**config.mk**
```make
export PLATFORM = sky130hd
export DESIGN_NAME = ambient_light_brightness_mapper_top
export DESIGN_NICKNAME = d
export VERILOG_FILES = /design/src/rtl/alm_pkg.sv /design/src/rtl/alm_front.sv /design/src/rtl/alm_fifo.sv /design/src/rtl/alm_back.sv /design/src/rtl/ambient_light_brightness_mapper_top.sv
export SDC_FILE = /design/constraint.sdc
export NUM_CORES = 1
export LEC_CHECK = 0
export BUFFER_PORTS_ARGS = -buffer_cell sky130_fd_sc_hd__buf_2
export CORE_MARGIN = 5
export CORE_UTILIZATION = 59
export DETAILED_ROUTE_END_ITERATION = 6
export GPL_TIMING_DRIVEN = 0
export PLACE_DENSITY = 0.81
export SETUP_SLACK_MARGIN = 0.3
export SLEW_MARGIN = 10
export SYNTH_ARGS = -nofsm -noshare
export SYNTH_HDL_FRONTEND = slang
export SYNTH_SLANG_ARGS = --single-unit
```
**constraint.sdc**
```tcl
create_clock -name clk -period 8.2 [get_ports clk]
set_input_delay 1.23 -clock clk [delete_from_list [all_inputs] [get_ports clk]]
set_output_delay 1.23 -clock clk [all_outputs]
set_load 0.1 [all_outputs]
```
**src/rtl/alm_pkg.sv**
```systemverilog
`default_nettype none

package alm_pkg;

  // Register indexes of the configuration port.
  localparam logic [2:0] CFG_IDX_COEF     = 3'd0;
  localparam logic [2:0] CFG_IDX_OVERRIDE = 3'd1;
  localparam logic [2:0] CFG_IDX_LEVEL0   = 3'd2;

  localparam int LEVEL_COUNT = 6;
  localparam int SEG_COUNT   = 5;

  localparam logic [16:0] COEF_RESET     = 17'd6554;
  localparam logic [8:0]  OVERRIDE_RESET = 9'd256;
  localparam logic [16:0] COEF_ONE       = 17'd65536;
  localparam logic [9:0]  AVG_TOP        = 10'd1023;

  // Reciprocals are scaled by 2^RECIP_SHIFT; every dividend stays below that.
  localparam int RECIP_SHIFT = 19;
  localparam int RECIP_ONE   = 1 << RECIP_SHIFT;

  // Segment k runs from breakpoint k to breakpoint k+1.
  localparam logic [9:0] SEG_X1 [SEG_COUNT] = '{10'd0, 10'd59, 10'd67, 10'd120, 10'd300};
  localparam logic [9:0] SEG_DX [SEG_COUNT] = '{10'd59, 10'd8, 10'd53, 10'd180, 10'd723};
  localparam logic [16:0] SEG_RECIP [SEG_COUNT] = '{
    17'(RECIP_ONE / 59), 17'(RECIP_ONE / 8), 17'(RECIP_ONE / 53),
    17'(RECIP_ONE / 180), 17'(RECIP_ONE / 723)
  };

  typedef logic [LEVEL_COUNT-1:0][8:0] level_vec_t;

  localparam level_vec_t LEVEL_RESET = {9'd15, 9'd15, 9'd32, 9'd64, 9'd96, 9'd160};

  typedef struct packed {
    logic [16:0] coef;
    logic [8:0]  override_level;
    level_vec_t  level;
  } cfg_t;

  typedef struct packed {
    logic       override;
    logic [9:0] sample;
  } queue_entry_t;

  typedef struct packed {
    logic full;
    logic empty;
  } queue_status_t;

endpackage

`default_nettype wire

```
**src/rtl/alm_front.sv**
```systemverilog
`default_nettype none

module alm_front (
  input  wire                   clk,
  input  wire                   rst,
  input  wire                   in_valid,
  output logic                  in_stall,
  input  wire  [9:0]            light_sample,
  input  wire  [8:0]            override_level,
  input  alm_pkg::queue_status_t q_status,
  output logic                  q_push,
  output alm_pkg::queue_entry_t q_entry
);
  import alm_pkg::*;

  logic         held_valid;
  queue_entry_t held;

  // The held request moves into the queue whenever the queue has room.
  assign q_push   = held_valid && !q_status.full;
  assign in_stall = held_valid && q_status.full;
  assign q_entry  = held;

  always_ff @(posedge clk) begin
    if (rst) begin
      held_valid <= 1'b0;
    end else begin
      held_valid <= (in_valid && !in_stall) || (held_valid && !q_push);
    end
  end

  // A level below 256 forces the output and bypasses the average.
  always_ff @(posedge clk) begin
    if (in_valid && !in_stall) begin
      held.sample   <= light_sample;
      held.override <= !override_level[8];
    end
  end

endmodule

`default_nettype wire

```
**src/rtl/alm_fifo.sv**
```systemverilog
`default_nettype none

module alm_fifo (
  input  wire                    clk,
  input  wire                    rst,
  input  wire                    push,
  input  alm_pkg::queue_entry_t  wr_entry,
  input  wire                    pop,
  output alm_pkg::queue_entry_t  rd_entry,
  output alm_pkg::queue_status_t status
);
  import alm_pkg::*;

  queue_entry_t slot [2];
  logic         wr_ptr;
  logic         rd_ptr;
  logic [1:0]   count;

  assign rd_entry     = slot[rd_ptr];
  assign status.full  = count[1];
  assign status.empty = (count == 2'd0);

  always_ff @(posedge clk) begin
    if (rst) begin
      wr_ptr <= 1'b0;
      rd_ptr <= 1'b0;
      count  <= 2'd0;
    end else begin
      if (push) begin
        wr_ptr <= !wr_ptr;
      end
      if (pop) begin
        rd_ptr <= !rd_ptr;
      end
      if (push && !pop) begin
        count <= count + 2'd1;
      end else if (pop && !push) begin
        count <= count - 2'd1;
      end
    end
  end

  always_ff @(posedge clk) begin
    if (push) begin
      slot[wr_ptr] <= wr_entry;
    end
  end

endmodule

`default_nettype wire

```
**src/rtl/alm_back.sv**
```systemverilog
`default_nettype none

module alm_back (
  input  wire                    clk,
  input  wire                    rst,
  input  alm_pkg::cfg_t          cfg,
  input  alm_pkg::queue_entry_t  q_entry,
  input  alm_pkg::queue_status_t q_status,
  output logic                   q_pop,
  output logic                   out_valid,
  input  wire                    out_stall,
  output logic [8:0]             brightness,
  output logic [9:0]             smoothed_light
);
  import alm_pkg::*;

  localparam logic [2:0] S_IDLE  = 3'd0;
  localparam logic [2:0] S_EMA   = 3'd1;
  localparam logic [2:0] S_PROD  = 3'd2;
  localparam logic [2:0] S_RECIP = 3'd3;
  localparam logic [2:0] S_BACK  = 3'd4;
  localparam logic [2:0] S_FIX   = 3'd5;
  localparam logic [2:0] S_OUT   = 3'd6;

  logic [2:0]          state;
  logic [9:0]          avg;
  logic                seeded;
  logic signed [37:0]  prod;
  logic [2:0]          seg;
  logic [9:0]          off;
  logic [8:0]          dy;
  logic [8:0]          y1;
  logic                down;
  logic [18:0]         n;
  logic [8:0]          q_est;
  logic [8:0]          res_bright;

  logic signed [19:0]  mul_a;
  logic signed [17:0]  mul_b;
  logic [9:0]          base;
  logic signed [10:0]  diff;
  logic [16:0]         coef_sat;
  logic signed [37:0]  acc;
  logic [9:0]          new_avg;
  logic [2:0]          seg_sel;
  logic [8:0]          y2_sel;
  logic [18:0]         n_val;
  logic [19:0]         rem;
  logic [9:0]          q_fix;
  logic                out_free;

  assign out_free = !out_valid || !out_stall;
  assign q_pop    = (state == S_IDLE) && !q_status.empty;

  // The first sample seeds the average; the update then leaves it unchanged.
  assign base     = seeded ? avg : q_entry.sample;
  assign diff     = $signed({1'b0, q_entry.sample}) - $signed({1'b0, base});
  assign coef_sat = cfg.coef[16] ? COEF_ONE : cfg.coef;

  // avg + c*(sample - avg) with rounding, kept at 16 fraction bits.
  assign acc     = $signed({12'd0, avg, 16'd0}) + prod + 38'sd32768;
  assign new_avg = acc[25:16];

  always_comb begin
    if (new_avg < SEG_X1[1]) begin
      seg_sel = 3'd0;
    end else if (new_avg < SEG_X1[2]) begin
      seg_sel = 3'd1;
    end else if (new_avg < SEG_X1[3]) begin
      seg_sel = 3'd2;
    end else if (new_avg < SEG_X1[4]) begin
      seg_sel = 3'd3;
    end else begin
      seg_sel = 3'd4;
    end
  end

  assign y2_sel = cfg.level[3'(seg_sel + 3'd1)];

  // A falling segment rounds the step up, so bias the dividend by dx - 1.
  assign n_val = prod[18:0] + (down ? 19'(SEG_DX[seg] - 10'd1) : 19'd0);

  // The reciprocal estimate is low by at most one.
  assign rem   = {1'b0, n} - prod[19:0];
  assign q_fix = {1'b0, q_est} + ((rem >= {10'd0, SEG_DX[seg]}) ? 10'd1 : 10'd0);

  // One shared multiplier; its product is registered every cycle.
  always_comb begin
    case (state)
      S_IDLE: begin
        mul_a = {{9{diff[10]}}, diff};
        mul_b = {1'b0, coef_sat};
      end
      S_PROD: begin
        mul_a = {10'd0, off};
        mul_b = {9'd0, dy};
      end
      S_RECIP: begin
        mul_a = {1'b0, n_val};
        mul_b = {1'b0, SEG_RECIP[seg]};
      end
      S_BACK: begin
        mul_a = {11'd0, prod[27:19]};
        mul_b = {8'd0, SEG_DX[seg]};
      end
      default: begin
        mul_a = 20'sd0;
        mul_b = 18'sd0;
      end
    endcase
  end

  always_ff @(posedge clk) begin
    prod <= mul_a * mul_b;
  end

  always_ff @(posedge clk) begin
    if (rst) begin
      state     <= S_IDLE;
      avg       <= 10'd0;
      seeded    <= 1'b0;
      out_valid <= 1'b0;
    end else begin
      if (out_valid && !out_stall) begin
        out_valid <= 1'b0;
      end
      case (state)
        S_IDLE: begin
          if (q_pop) begin
            if (q_entry.override) begin
              state <= S_OUT;
            end else begin
              avg    <= base;
              seeded <= 1'b1;
              state  <= S_EMA;
            end
          end
        end
        S_EMA: begin
          avg <= new_avg;
          if (new_avg == AVG_TOP) begin
            state <= S_OUT;
          end else begin
            state <= S_PROD;
          end
        end
        S_PROD: begin
          state <= S_RECIP;
        end
        S_RECIP: begin
          state <= S_BACK;
        end
        S_BACK: begin
          state <= S_FIX;
        end
        S_FIX: begin
          state <= S_OUT;
        end
        S_OUT: begin
          if (out_free) begin
            out_valid <= 1'b1;
            state     <= S_IDLE;
          end
        end
        default: begin
          state <= S_IDLE;
        end
      endcase
    end
  end

  always_ff @(posedge clk) begin
    case (state)
      S_IDLE: begin
        res_bright <= cfg.override_level;
      end
      S_EMA: begin
        res_bright <= cfg.level[LEVEL_COUNT-1];
        seg        <= seg_sel;
        off        <= new_avg - SEG_X1[seg_sel];
        y1         <= cfg.level[seg_sel];
        down       <= y2_sel < cfg.level[seg_sel];
        dy         <= (y2_sel < cfg.level[seg_sel]) ? cfg.level[seg_sel] - y2_sel
                                                    : y2_sel - cfg.level[seg_sel];
      end
      S_RECIP: begin
        n <= n_val;
      end
      S_BACK: begin
        q_est <= prod[27:19];
      end
      S_FIX: begin
        res_bright <= down ? y1 - q_fix[8:0] : y1 + q_fix[8:0];
      end
      S_OUT: begin
        if (out_free) begin
          brightness     <= res_bright;
          smoothed_light <= avg;
        end
      end
      default: begin
      end
    endcase
  end

endmodule

`default_nettype wire

```
**src/rtl/ambient_light_brightness_mapper_top.sv**
```systemverilog
// Ambient light brightness mapper.
// Input channel: in_valid / in_stall with one 10-bit light_sample per request.
// Output channel: out_valid / out_stall with brightness (9 bits) and
// smoothed_light (10 bits); every input request yields exactly one result.
// Configuration: cfg_valid / cfg_ready write port, cfg_index selects the
// coefficient (0), the override level (1) or a table level (2 to 7).
// Writes are taken in every cycle and belong in periods when no request is
// in flight.
// On an idle block an accepted request passes the front register and the queue
// before the back end takes it. The back end runs one request at a time
// through a single shared multiplier, in the four multiply steps of the
// moving average and the interpolation divide; the interpolation is skipped when
// the average sits at full scale, and under override the result goes straight out.
// A front register and a two-entry queue keep the input taking requests while
// the back end works or the receiver stalls; in_stall rises only when both
// are full. A stalled result holds on the outputs until it is taken.
// Synchronous reset restores all register defaults, clears the average and
// its seeded flag, and empties the queue and output.
`default_nettype none

module ambient_light_brightness_mapper_top (
  input  wire         clk,
  input  wire         rst,
  input  wire         in_valid,
  output logic        in_stall,
  input  wire  [9:0]  light_sample,
  output logic        out_valid,
  input  wire         out_stall,
  output logic [8:0]  brightness,
  output logic [9:0]  smoothed_light,
  input  wire         cfg_valid,
  output logic        cfg_ready,
  input  wire  [2:0]  cfg_index,
  input  wire  [16:0] cfg_data
);
  import alm_pkg::*;

  cfg_t          cfg;
  queue_entry_t  push_entry;
  queue_entry_t  pop_entry;
  queue_status_t q_status;
  logic          q_push;
  logic          q_pop;

  // Register writes never wait.
  assign cfg_ready = 1'b1;

  always_ff @(posedge clk) begin
    if (rst) begin
      cfg.coef           <= COEF_RESET;
      cfg.override_level <= OVERRIDE_RESET;
      cfg.level          <= LEVEL_RESET;
    end else if (cfg_valid && cfg_ready) begin
      case (cfg_index)
        CFG_IDX_COEF: begin
          cfg.coef <= cfg_data;
        end
        CFG_IDX_OVERRIDE: begin
          cfg.override_level <= cfg_data[8:0];
        end
        default: begin
          // Every remaining index names one of the six table levels.
          cfg.level[3'(cfg_index - CFG_IDX_LEVEL0)] <= cfg_data[8:0];
        end
      endcase
    end
  end

  // Front end: takes requests and tags the ones that the override answers.
  alm_front u_front (
    .clk            (clk),
    .rst            (rst),
    .in_valid       (in_valid),
    .in_stall       (in_stall),
    .light_sample   (light_sample),
    .override_level (cfg.override_level),
    .q_status       (q_status),
    .q_push         (q_push),
    .q_entry        (push_entry)
  );

  alm_fifo u_fifo (
    .clk      (clk),
    .rst      (rst),
    .push     (q_push),
    .wr_entry (push_entry),
    .pop      (q_pop),
    .rd_entry (pop_entry),
    .status   (q_status)
  );

  // Back end: moving average, segment lookup and interpolation.
  alm_back u_back (
    .clk            (clk),
    .rst            (rst),
    .cfg            (cfg),
    .q_entry        (pop_entry),
    .q_status       (q_status),
    .q_pop          (q_pop),
    .out_valid      (out_valid),
    .out_stall      (out_stall),
    .brightness     (brightness),
    .smoothed_light (smoothed_light)
  );

endmodule

`default_nettype wire

```
Word level (Yosys, flattened, before mapping)
Memory sizes are Yosys's and may differ from the RTL's. A register that Yosys moved wholly into a read port is not among the register bits.
Index checks and enable logic that the tools add are counted.
Cells by class
  $add $sub $neg: 16
  multipliers: 1
  $lt $le $gt $ge: 12
  eq/ne operators: 11
  mux-type cells: 43
  bitwise logic cells: 4
  reductions and logical operators: 35
Operators by type and width (count)
  case mux 20 bit (4 select lines): 1
  2-to-1 mux 10 bit: 7
  case mux 17 bit (4 select lines): 1
  binary-select mux 9 bit (select 3 bit): 2
  bitwise mux 54 bit: 1
  2-to-1 mux 17 bit: 3
  2-to-1 mux 9 bit: 5
  multiplier 20 x 18 -> 28 bit: 1
  demux 9 bit (select 3 bit): 1
  case mux 9 bit (3 select lines): 1
  subtractor 9 bit: 3
  adder 26 x 17 -> 26 bit (second input constant): 1
  adder 26 bit: 1
  2-to-1 mux 3 bit: 8
  case mux 3 bit (7 select lines): 1
  >= comparator 20 x 10 -> 1 bit: 1
  less-than comparator 10 x 7 -> 1 bit (second input constant): 2
  case mux 10 bit (2 select lines): 1
  subtractor 19 x 20 -> 20 bit: 1
  adder 19 bit: 1
  2-to-1 mux 19 bit: 1
  adder 9 bit: 2
  less-than comparator 3 x 4 -> 1 bit (second input constant): 3
  subtractor 10 x 1 -> 11 bit (second input constant): 1
  other kinds (31): 72
Storage, ports and cells
  bits in registers: 227
  RAM bits: 22
  bits in read-only memories: 296
  bits of input ports: 35
  output and inout bits: 22
  logic and storage cells: 155
  memories kept: 4
Memory list
  (no name shown): words 8, bits a word 17, read ports 1, clocked after memory_dff 0, write ports 0, line alm_back.sv:100  | mul_b = {1'b0, SEG_RECIP[seg]};
  (no name shown): words 8, bits a word 10, read ports 1, clocked after memory_dff 0, write ports 0, line alm_back.sv:81  | assign n_val = prod[18:0] + (down ? 19'(SEG_DX[seg] - 10'd1) : 19'd0);
  (no name shown): words 8, bits a word 10, read ports 1, clocked after memory_dff 0, write ports 0, line alm_back.sv:180  | off <= new_avg - SEG_X1[seg_sel];
  u_fifo.slot: words 2, bits a word 11, read ports 1, clocked after memory_dff 1, write ports 1, line alm_fifo.sv:14  | queue_entry_t slot [2];

Depth between registers and ports, before layout
Gate-level depths: netlist of the first run.
  depth after elaboration: 12
  depth in mapped cells: 40
  mapped depth without buffers: 39

By module
Synthesis of the first run repeated with hierarchy kept, for this count alone.
Unflattened totals
  cell total of the unflattened synthesis: 2686
  area total of the unflattened synthesis: 24643.6 sq um
By module, submodules not included
  alm_back: instances 1, cells each 2310, area an instance 20044.2 sq um, sequential area each 3503.4 sq um
  ambient_light_brightness_mapper_top: instances 1, cells each 302, area an instance 3214.3 sq um, sequential area each 1601.5 sq um
  alm_fifo: instances 1, cells each 56, area an instance 996.0 sq um, sequential area each 760.7 sq um
  alm_front: instances 1, cells each 18, area an instance 389.1 sq um, sequential area each 350.3 sq um

Least setup slack after synthesis of the first run
Ideal clock, no wire load.
  path type: reg-to-reg
  from: reg (tool-made name)
  to: reg u_back.prod[27]
  library setup time: 0.072 ns
  data arrival time: 8.852 ns
  required time: 8.128 ns
  slack: -0.724 ns
  cell stages (with the launch flop): 38
  path buffers: 1
  period minus slack after synthesis: 8.924 ns
  path through: dfxtp_1 clkbuf_1 mux2_2 mux2i_1 ha_1 nor2b_1 o21ai_0 a21oi_1 o21ai_0 a21boi_0 o21ai_0 a21boi_0 o21a_1 or3_1 a31oi_1 nor2_1 fa_1 inv_1 [... 2 more ...] fa_1 inv_1 fa_1 inv_1 fa_1 inv_1 fa_1 inv_1 ha_1 and3_1 and3_1 o31ai_1 a31oi_1 nor2b_1 o41ai_1 a221oi_1 o21ai_0 xnor2_1
RTL lines
  to (signal assigned): line alm_back.sv:114  | prod <= mul_a * mul_b;
  to (decl): line alm_back.sv:28  | logic signed [37:0] prod;

Worst setup path in the final report of the first run
  from: reg u_back.seg[0]
  to: reg u_back.prod[26]
Between the ends
  cells in the longest elaborated chain, start to end: 9
  elaborated cells on any way between the ends: 13
  classes of those cells: 2 x add/sub; 1 x mul; 7 x mux; 1 x bitwise; 2 x memory
Ends and longest elaborated chain
  from (decl): line alm_back.sv:29  | logic [2:0] seg;
  from (signal assigned): line alm_back.sv:179  | seg <= seg_sel;
  NOT 3 -> 4 bit (implied by the code): line alm_back.sv:81
  memory (8 x 10 bit)
  2-to-1 mux 10 bit (implied by the code) (2 in series): line alm_back.sv:81
  subtractor 10 x 1 -> 11 bit: line alm_back.sv:81
  2-to-1 mux 19 bit: line alm_back.sv:81
  adder 19 bit: line alm_back.sv:81
  via u_back.n_val[6]: line alm_back.sv:47  | logic [18:0] n_val;
  case mux 20 bit (4 select lines): line alm_back.sv:89  | case (state)
  multiplier 20 x 18 -> 28 bit: line alm_back.sv:114
The timed path passes the listed nets, and every way through them passes these cells. The select of a mux whose other input is x is not followed.
A chain may end at the register's enable or synchronous reset.

==> summary.txt, run 1 <==
outcome: finished, violations left
failing checks: negative setup slack
Slowest Stage Delay on Critical Path: 0.57 ns
Die Width: 214 um
Nets: 3,364
Layout Skew: 0.0198 ns
CP required: 8.65 ns
CP startpoint: u_back.seg[0]
clock slew at reported path FFs: 0.06 ns
GP Congestion: 1.02
first-pass GRT wire length: 118 mm
Unique masters post-synth: 92
synth warn: 0
final setup margin: -0.338 ns
GR Util All Layers: 0.322
Hold Path Class: reg -> reg
clock root cell: clkbuf_16
core area: 41,000 um^2
I/O Buffers: 41
hpwl dp: 57.5 mm
WP data arrival: 8.99 ns
number of clock sinks: 250
commonest non-fill, non-tap cell in the layout: inv_1
critical path class: reg -> reg
IO Pins: 57
CP max FO: 5
Seq/Total Area, Yosys: 0.253
syn_area_per_cell: 9.00 um^2
Initial Utilization: 0.599
Via-to-Cell Ratio: 6.06
grt ovf: 0
Worst path most repeated cell: fa_1
Filler cells: 3,058
Synth top area share: 0.211
die height: 214 um
area delta synth->final: 14.9%
drt initial violations: 2,197
H-Tree Depth: 1
clk_lat worst skew: 0.56 ns
critical path launch point type: register
Post-Syn Area: 24,600 um^2
CP delay by family, top: adder cells
Routed WL: 75.1 mm
Worst R2R Start: u_back.seg[0]
vias in the first global route: 21,441
worst slew pin tran: 1.31 ns
commonest cells after routing, fill and taps aside: inv_1, nand2_1, nor2_1, fa_1, ha_1
Tcrit/Tclk final: 1.04
min cycle time layout: 8.54 ns
final setup violation count: 7
fmax: 0.117 GHz
# DRC: 0
FFs w/ async S/R, synth: 0
placed cell count: 3,316
Post-DP Area: 25,700 um^2
ys flop type: dfxtp_1
max_cap viols: 0
Avg WL per Cell: 21.8 um
non-filler cells, final: 3,447
relative slew slack: 0.119
crit end category: register
Rows: 74
largest net degree at the start of global routing: 33
Synth Instances: 2,730
synth top area cells: fa_1, edfxtp_1, dfxtp_1
CP Buf/Inv Count: 6
final hold vios: 0
Post-Place Setup Slack: -1.53 ns
Max Slew Vio Count: 0
Multi-input gate area: 17,400 um^2
first drt pass iteration count: 6
#FFs+latches synth: 250
post-layout instance area: 28,200 um^2
CTS Buffer Depth: 3
via count: 20,901
TritonCTS Buffers: 27
min-delay src: u_back.res_bright[3]
Post-synth EDFFs: 121
Yosys top cell by area: fa_1
layout cells sized above 1: 0.142
FF+latch area: 6220 um^2
Die ar.: 45,800 um^2
Post-CTS Hold Buffers: 0
slowest CP cell: fa_1
CTS tree: done
initial antenna violation count: 4
RSZ-0062 raised after global routing: yes
Detail Route Antenna Nets: 0
-- kinds of logic after synthesis --
| family | share of synthesized area |
|---|---|
| and+or+nand+nor | 0.154 |
| buffers and inverters | 0.0820 |
| AOI/OAI and AO/OA | 0.123 |
| adders and majority gates | 0.301 |
| DFF | 0.253 |
| xor gates and xnor gates | 0.0443 |
| muxes | 0.0423 |
| other | 0.000306 |
-- metal layers --
metal,wire length (um),part of all wire,track usage
met1,28900,0.39,0.431
met2,33700,0.45,0.509
met3,8090,0.11,0.0713
met4,4310,0.057,0.139
met5,32,0.00043,0
-- cell usage after synthesis, types with 7 or more instances --
master and n:
inv_1 417, nand2_1 374, nor2_1 277, fa_1 259, ha_1 177, a21oi_1 146, dfxtp_1 129, edfxtp_1 121
clkbuf_1 78, o21ai_0 78, xnor2_1 73, mux2i_1 54, xor2_1 43, a21o_1 38, and2_1 28, nor3_1 28
nand2b_1 27, nor2b_1 27, nand3_1 24, o21a_1 24, mux2_2 23, nand3b_1 22, a211oi_1 16, and3_1 14
a221o_1 13, a31oi_1 13, a221oi_1 12, a22oi_1 10, buf_2 10, nand4_1 10, or3_1 10, buf_1 8
or2_2 8, mux4_1 7, o22ai_1 7
-- area by class of cell --
| cell class | count | area share |
|---|---|---|
| Inverter | 420 | 0.0562 |
| Multi-Input combinational cell | 1964 | 0.616 |
| Tap cell | 532 | 0.0236 |
| Sequential cell | 250 | 0.220 |
| Timing Repair Buffer | 126 | 0.0340 |
| Clock buffer | 34 | 0.0267 |
| Antenna cell | 1 | 0.0000887 |
| Clock inverter | 16 | 0.00452 |
| Buffer | 104 | 0.0187 |
-- registers in the layout, summed over array words and instances, names as in the netlist, 10 cells and up, named ones only --
register	cells
u_front.q_entry	11
u_back.off	10
u_fifo.slot	22
u_back.smoothed_light	10
u_back.n	19
cfg	80
u_back.prod	28
u_back.avg	10
-- stage by stage --
step	utilization	hold WS (ns)	setup TNS [ns]
3_5_place_dp	0.628	0.405	-11.39
6_report	0.688	0.416	-1.62
4_1_cts	0.679	0.418	-0.557
5_1_grt	0.688	0.422	-3.59
2_1_floorplan	-	0.400	0
3_3_place_gp	0.626	0.405	-11.78
-- repair_timing --
action | CTS | global route
pin swaps | 84 | 26
setup endpoints to repair | 17 | 17
gates cloned | 0 | 0
gates resized for setup | 134 | 60
buffers inserted | 60 | 19
-- worst paths after layout --
check,end,slack (ns),cells after the start
setup / recovery,u_back.prod[26],-0.34,33
setup reg to reg,u_back.prod[26],-0.34,33
hold / removal,u_back.brightness[3],0.42,0
hold reg to reg,u_back.brightness[3],0.42,0
Power of run 1 is left out: the tool's default activity adds up to more than one toggle a clock period on the data nets, which glitch-free logic cannot reach.
==> run 2, diff against run 1 <==
--- a/config.mk
+++ b/config.mk
@@ -11,7 +11,7 @@
 export DETAILED_ROUTE_END_ITERATION = 6
 export GPL_TIMING_DRIVEN = 0
 export PLACE_DENSITY = 0.81
-export SETUP_SLACK_MARGIN = 0.3
+export SETUP_SLACK_MARGIN = 0.1
 export SLEW_MARGIN = 10
 export SYNTH_ARGS = -nofsm -noshare
 export SYNTH_HDL_FRONTEND = slang
==> run 2 against run 1 <==
Effect of this change: the run still ends with negative setup slack left; flip-flop and latch count did not move; cell count rose by 0.49%; clock skew fell by 0.011 ns; first-iteration DRC count barely moved; clock-buffer cell count rose by 5; wire length fell by 1.2%; largest cell class unchanged.
==> summary.txt, run 2 (synthesis gave the netlist of run 1 again) <==
outcome: finished, violations left (unchanged)
failing checks: negative setup slack (unchanged)
Post-CTS Hold Buffers: 0 (unchanged)
RSZ-0062 raised after global routing: yes (unchanged)
Slowest Stage Delay on Critical Path: 0.54 ns (was 0.57 ns)
CP delay by family, top: adder cells (unchanged)
GR Util All Layers: 0.312 (was 0.322)
Max Slew Vio Count: 0 (unchanged)
crit path to: u_back.prod[27] (was u_back.prod[26])
fmax: 0.117 GHz (about the same)
layout cells sized above 1: 0.152 (was 0.142)
# DRC: 0 (unchanged)
grt ovf: 0 (unchanged)
commonest non-fill, non-tap cell in the layout: inv_1 (unchanged)
Filler cells: 2,984 (was 3,058)
critical path class: reg -> reg (unchanged)
Post-DP Area: 25,700 um^2 (about the same)
largest net degree at the start of global routing: 33 (unchanged)
CP Depth: 38 (was 33)
Via-to-Cell Ratio: 6.04 (was 6.06)
CP max FO: 6 (was 5)
commonest cells after routing, fill and taps aside: inv_1, nand2_1, nor2_1, fa_1, ha_1 (unchanged)
CTS Buffer Depth: 3 (unchanged)
placed cell count: 3,317 (was 3,316)
WP data arrival: 9.04 ns (was 8.99 ns)
Tcrit/Tclk final: 1.04 (about the same)
first-pass GRT wire length: 115 mm (was 118 mm)
GP Congestion: 1.02 (about the same)
layer with the highest usage: met2 (unchanged)
min cycle time layout: 8.56 ns (was 8.54 ns)
final setup margin: -0.358 ns (was -0.338 ns)
CTS tree: done (unchanged)
reg2reg path depth: 38 (was 33)
CP Buf/Inv Count: 8 (was 6)
relative slew slack: 0.175 (was 0.119)
Initial Utilization: 0.599 (unchanged)
met3 Use GR: 0.0610 (was 0.0713)
worst slew pin tran: 1.24 ns (was 1.31 ns)
drt initial violations: 2,199 (was 2,197)
RR Endpoint: u_back.prod[27] (was u_back.prod[26])
Biggest register: cfg (unchanged)
clk_lat worst skew: 0.56 ns (about the same)
r2r setup slk: -0.36 ns (was -0.34 ns)
met2 usage: 0.490 (was 0.509)
initial antenna violation count: 1 (was 4)
Detail Route Antenna Nets: 0 (unchanged)
vias in the first global route: 21,195 (was 21,441)
Post-Place Setup Slack: -1.71 ns (was -1.53 ns)
M1 GR Usage: 0.422 (was 0.431)
final setup violation count: 7 (unchanged)
non-filler cells, final: 3,464 (was 3,447)
area delta synth->final: 15.7% (was 14.9%)
core area: 41,000 um^2 (unchanged)
largest registers: cfg (80), u_back.prod (28), u_fifo.slot (22) (unchanged)
max_cap viols: 0 (unchanged)
first drt pass iteration count: 6 (unchanged)
critical path launch point type: register (unchanged)
hold path depth: 0 (unchanged)
post-layout instance area: 28,400 um^2 (was 28,200 um^2)
clock root cell: clkbuf_16 (unchanged)
IO Pins: 57 (unchanged)
I/O Buffers: 41 (unchanged)
number of clock sinks: 250 (unchanged)
via count: 20,934 (was 20,901)
slowest CP cell: fa_1 (unchanged)
H-Tree Depth: 1 (unchanged)
die height: 214 um (unchanged)
final hold vios: 0 (unchanged)
max reg flops: 80 (unchanged)
hpwl dp: 57.0 mm (was 57.5 mm)
Hold Path Class: reg -> reg (unchanged)
Rows: 74 (unchanged)
Die Width: 214 um (unchanged)
CP required: 8.68 ns (was 8.65 ns)
Worst path most repeated cell: fa_1 (unchanged)
Nets: 3,380 (was 3,364)
crit end category: register (unchanged)
Die ar.: 45,800 um^2 (unchanged)
Routed WL: 74.2 mm (was 75.1 mm)
TritonCTS Buffers: 28 (was 27)
clock slew at reported path FFs: 0.06 ns (about the same)
Layout Skew: 0.00907 ns (was 0.0198 ns)
Avg WL per Cell: 21.4 um (was 21.8 um)
Sum Neg Setup Slack: -1.98 ns (was -1.62 ns)
==> run 2: changes by cell type in the layout (fill, tap and decap cells not counted), sizes merged <==
| cell | delta |
|---|---|
| inv | -3 |
| clkbuf | -2 |
| clkinv | -3 |
| bufinv | +3 |
| buf | +22 |
==> run 2: layout make-up <==
cell class,instances,area (um^2),share of cell area
sequential,250,6220,0.219
multi-input combinational,1964,17400,0.613
clock buffer,39,793,0.0279
antenna,1,2.50,0.0000880
timing repair buffer,141,1030,0.0363
clock inverter,13,181,0.00638
tap,532,666,0.0234
inverter,420,1590,0.0558
buffer,104,519,0.0183
==> run 2: layer usage <==
layer / share of wire / vias to the layer above
met5: 0.00018 / -
met4: 0.055 / 2
met3: 0.10 / 267
met2: 0.45 / 1187
met1: 0.39 / 10174
li1: - / 9304
==> run 2: how the worst min path moves through the flow <==
stage | to | from
after floorplan | u_back.brightness[0] | u_back.res_bright[0]
final | u_back.brightness[5] | u_back.res_bright[5]
after global placement | u_back.brightness[7] | u_back.res_bright[7]
after global routing | u_back.brightness[4] | u_back.res_bright[4]
after CTS | u_back.brightness[3] | u_back.res_bright[3]
after detailed placement | u_back.brightness[3] | u_back.res_bright[3]
==> run 2: metrics by stage <==
| stage | hold WS (ns) | util |
|---|---|---|
| 6_report | 0.418 | 0.693 |
| 5_1_grt | 0.440 | 0.693 |
| 4_1_cts | 0.419 | 0.674 |
| 3_5_place_dp | 0.405 | 0.626 |
| 3_3_place_gp | 0.404 | 0.624 |
| 2_1_floorplan | 0.400 | - |
==> run 2: repair_timing <==
item,CTS,global route
resized for setup,121,114
setup endpoints to repair,14,17
setup buffers,56,38
pin swaps,76,95
Power of run 2 is left out for the same reason.
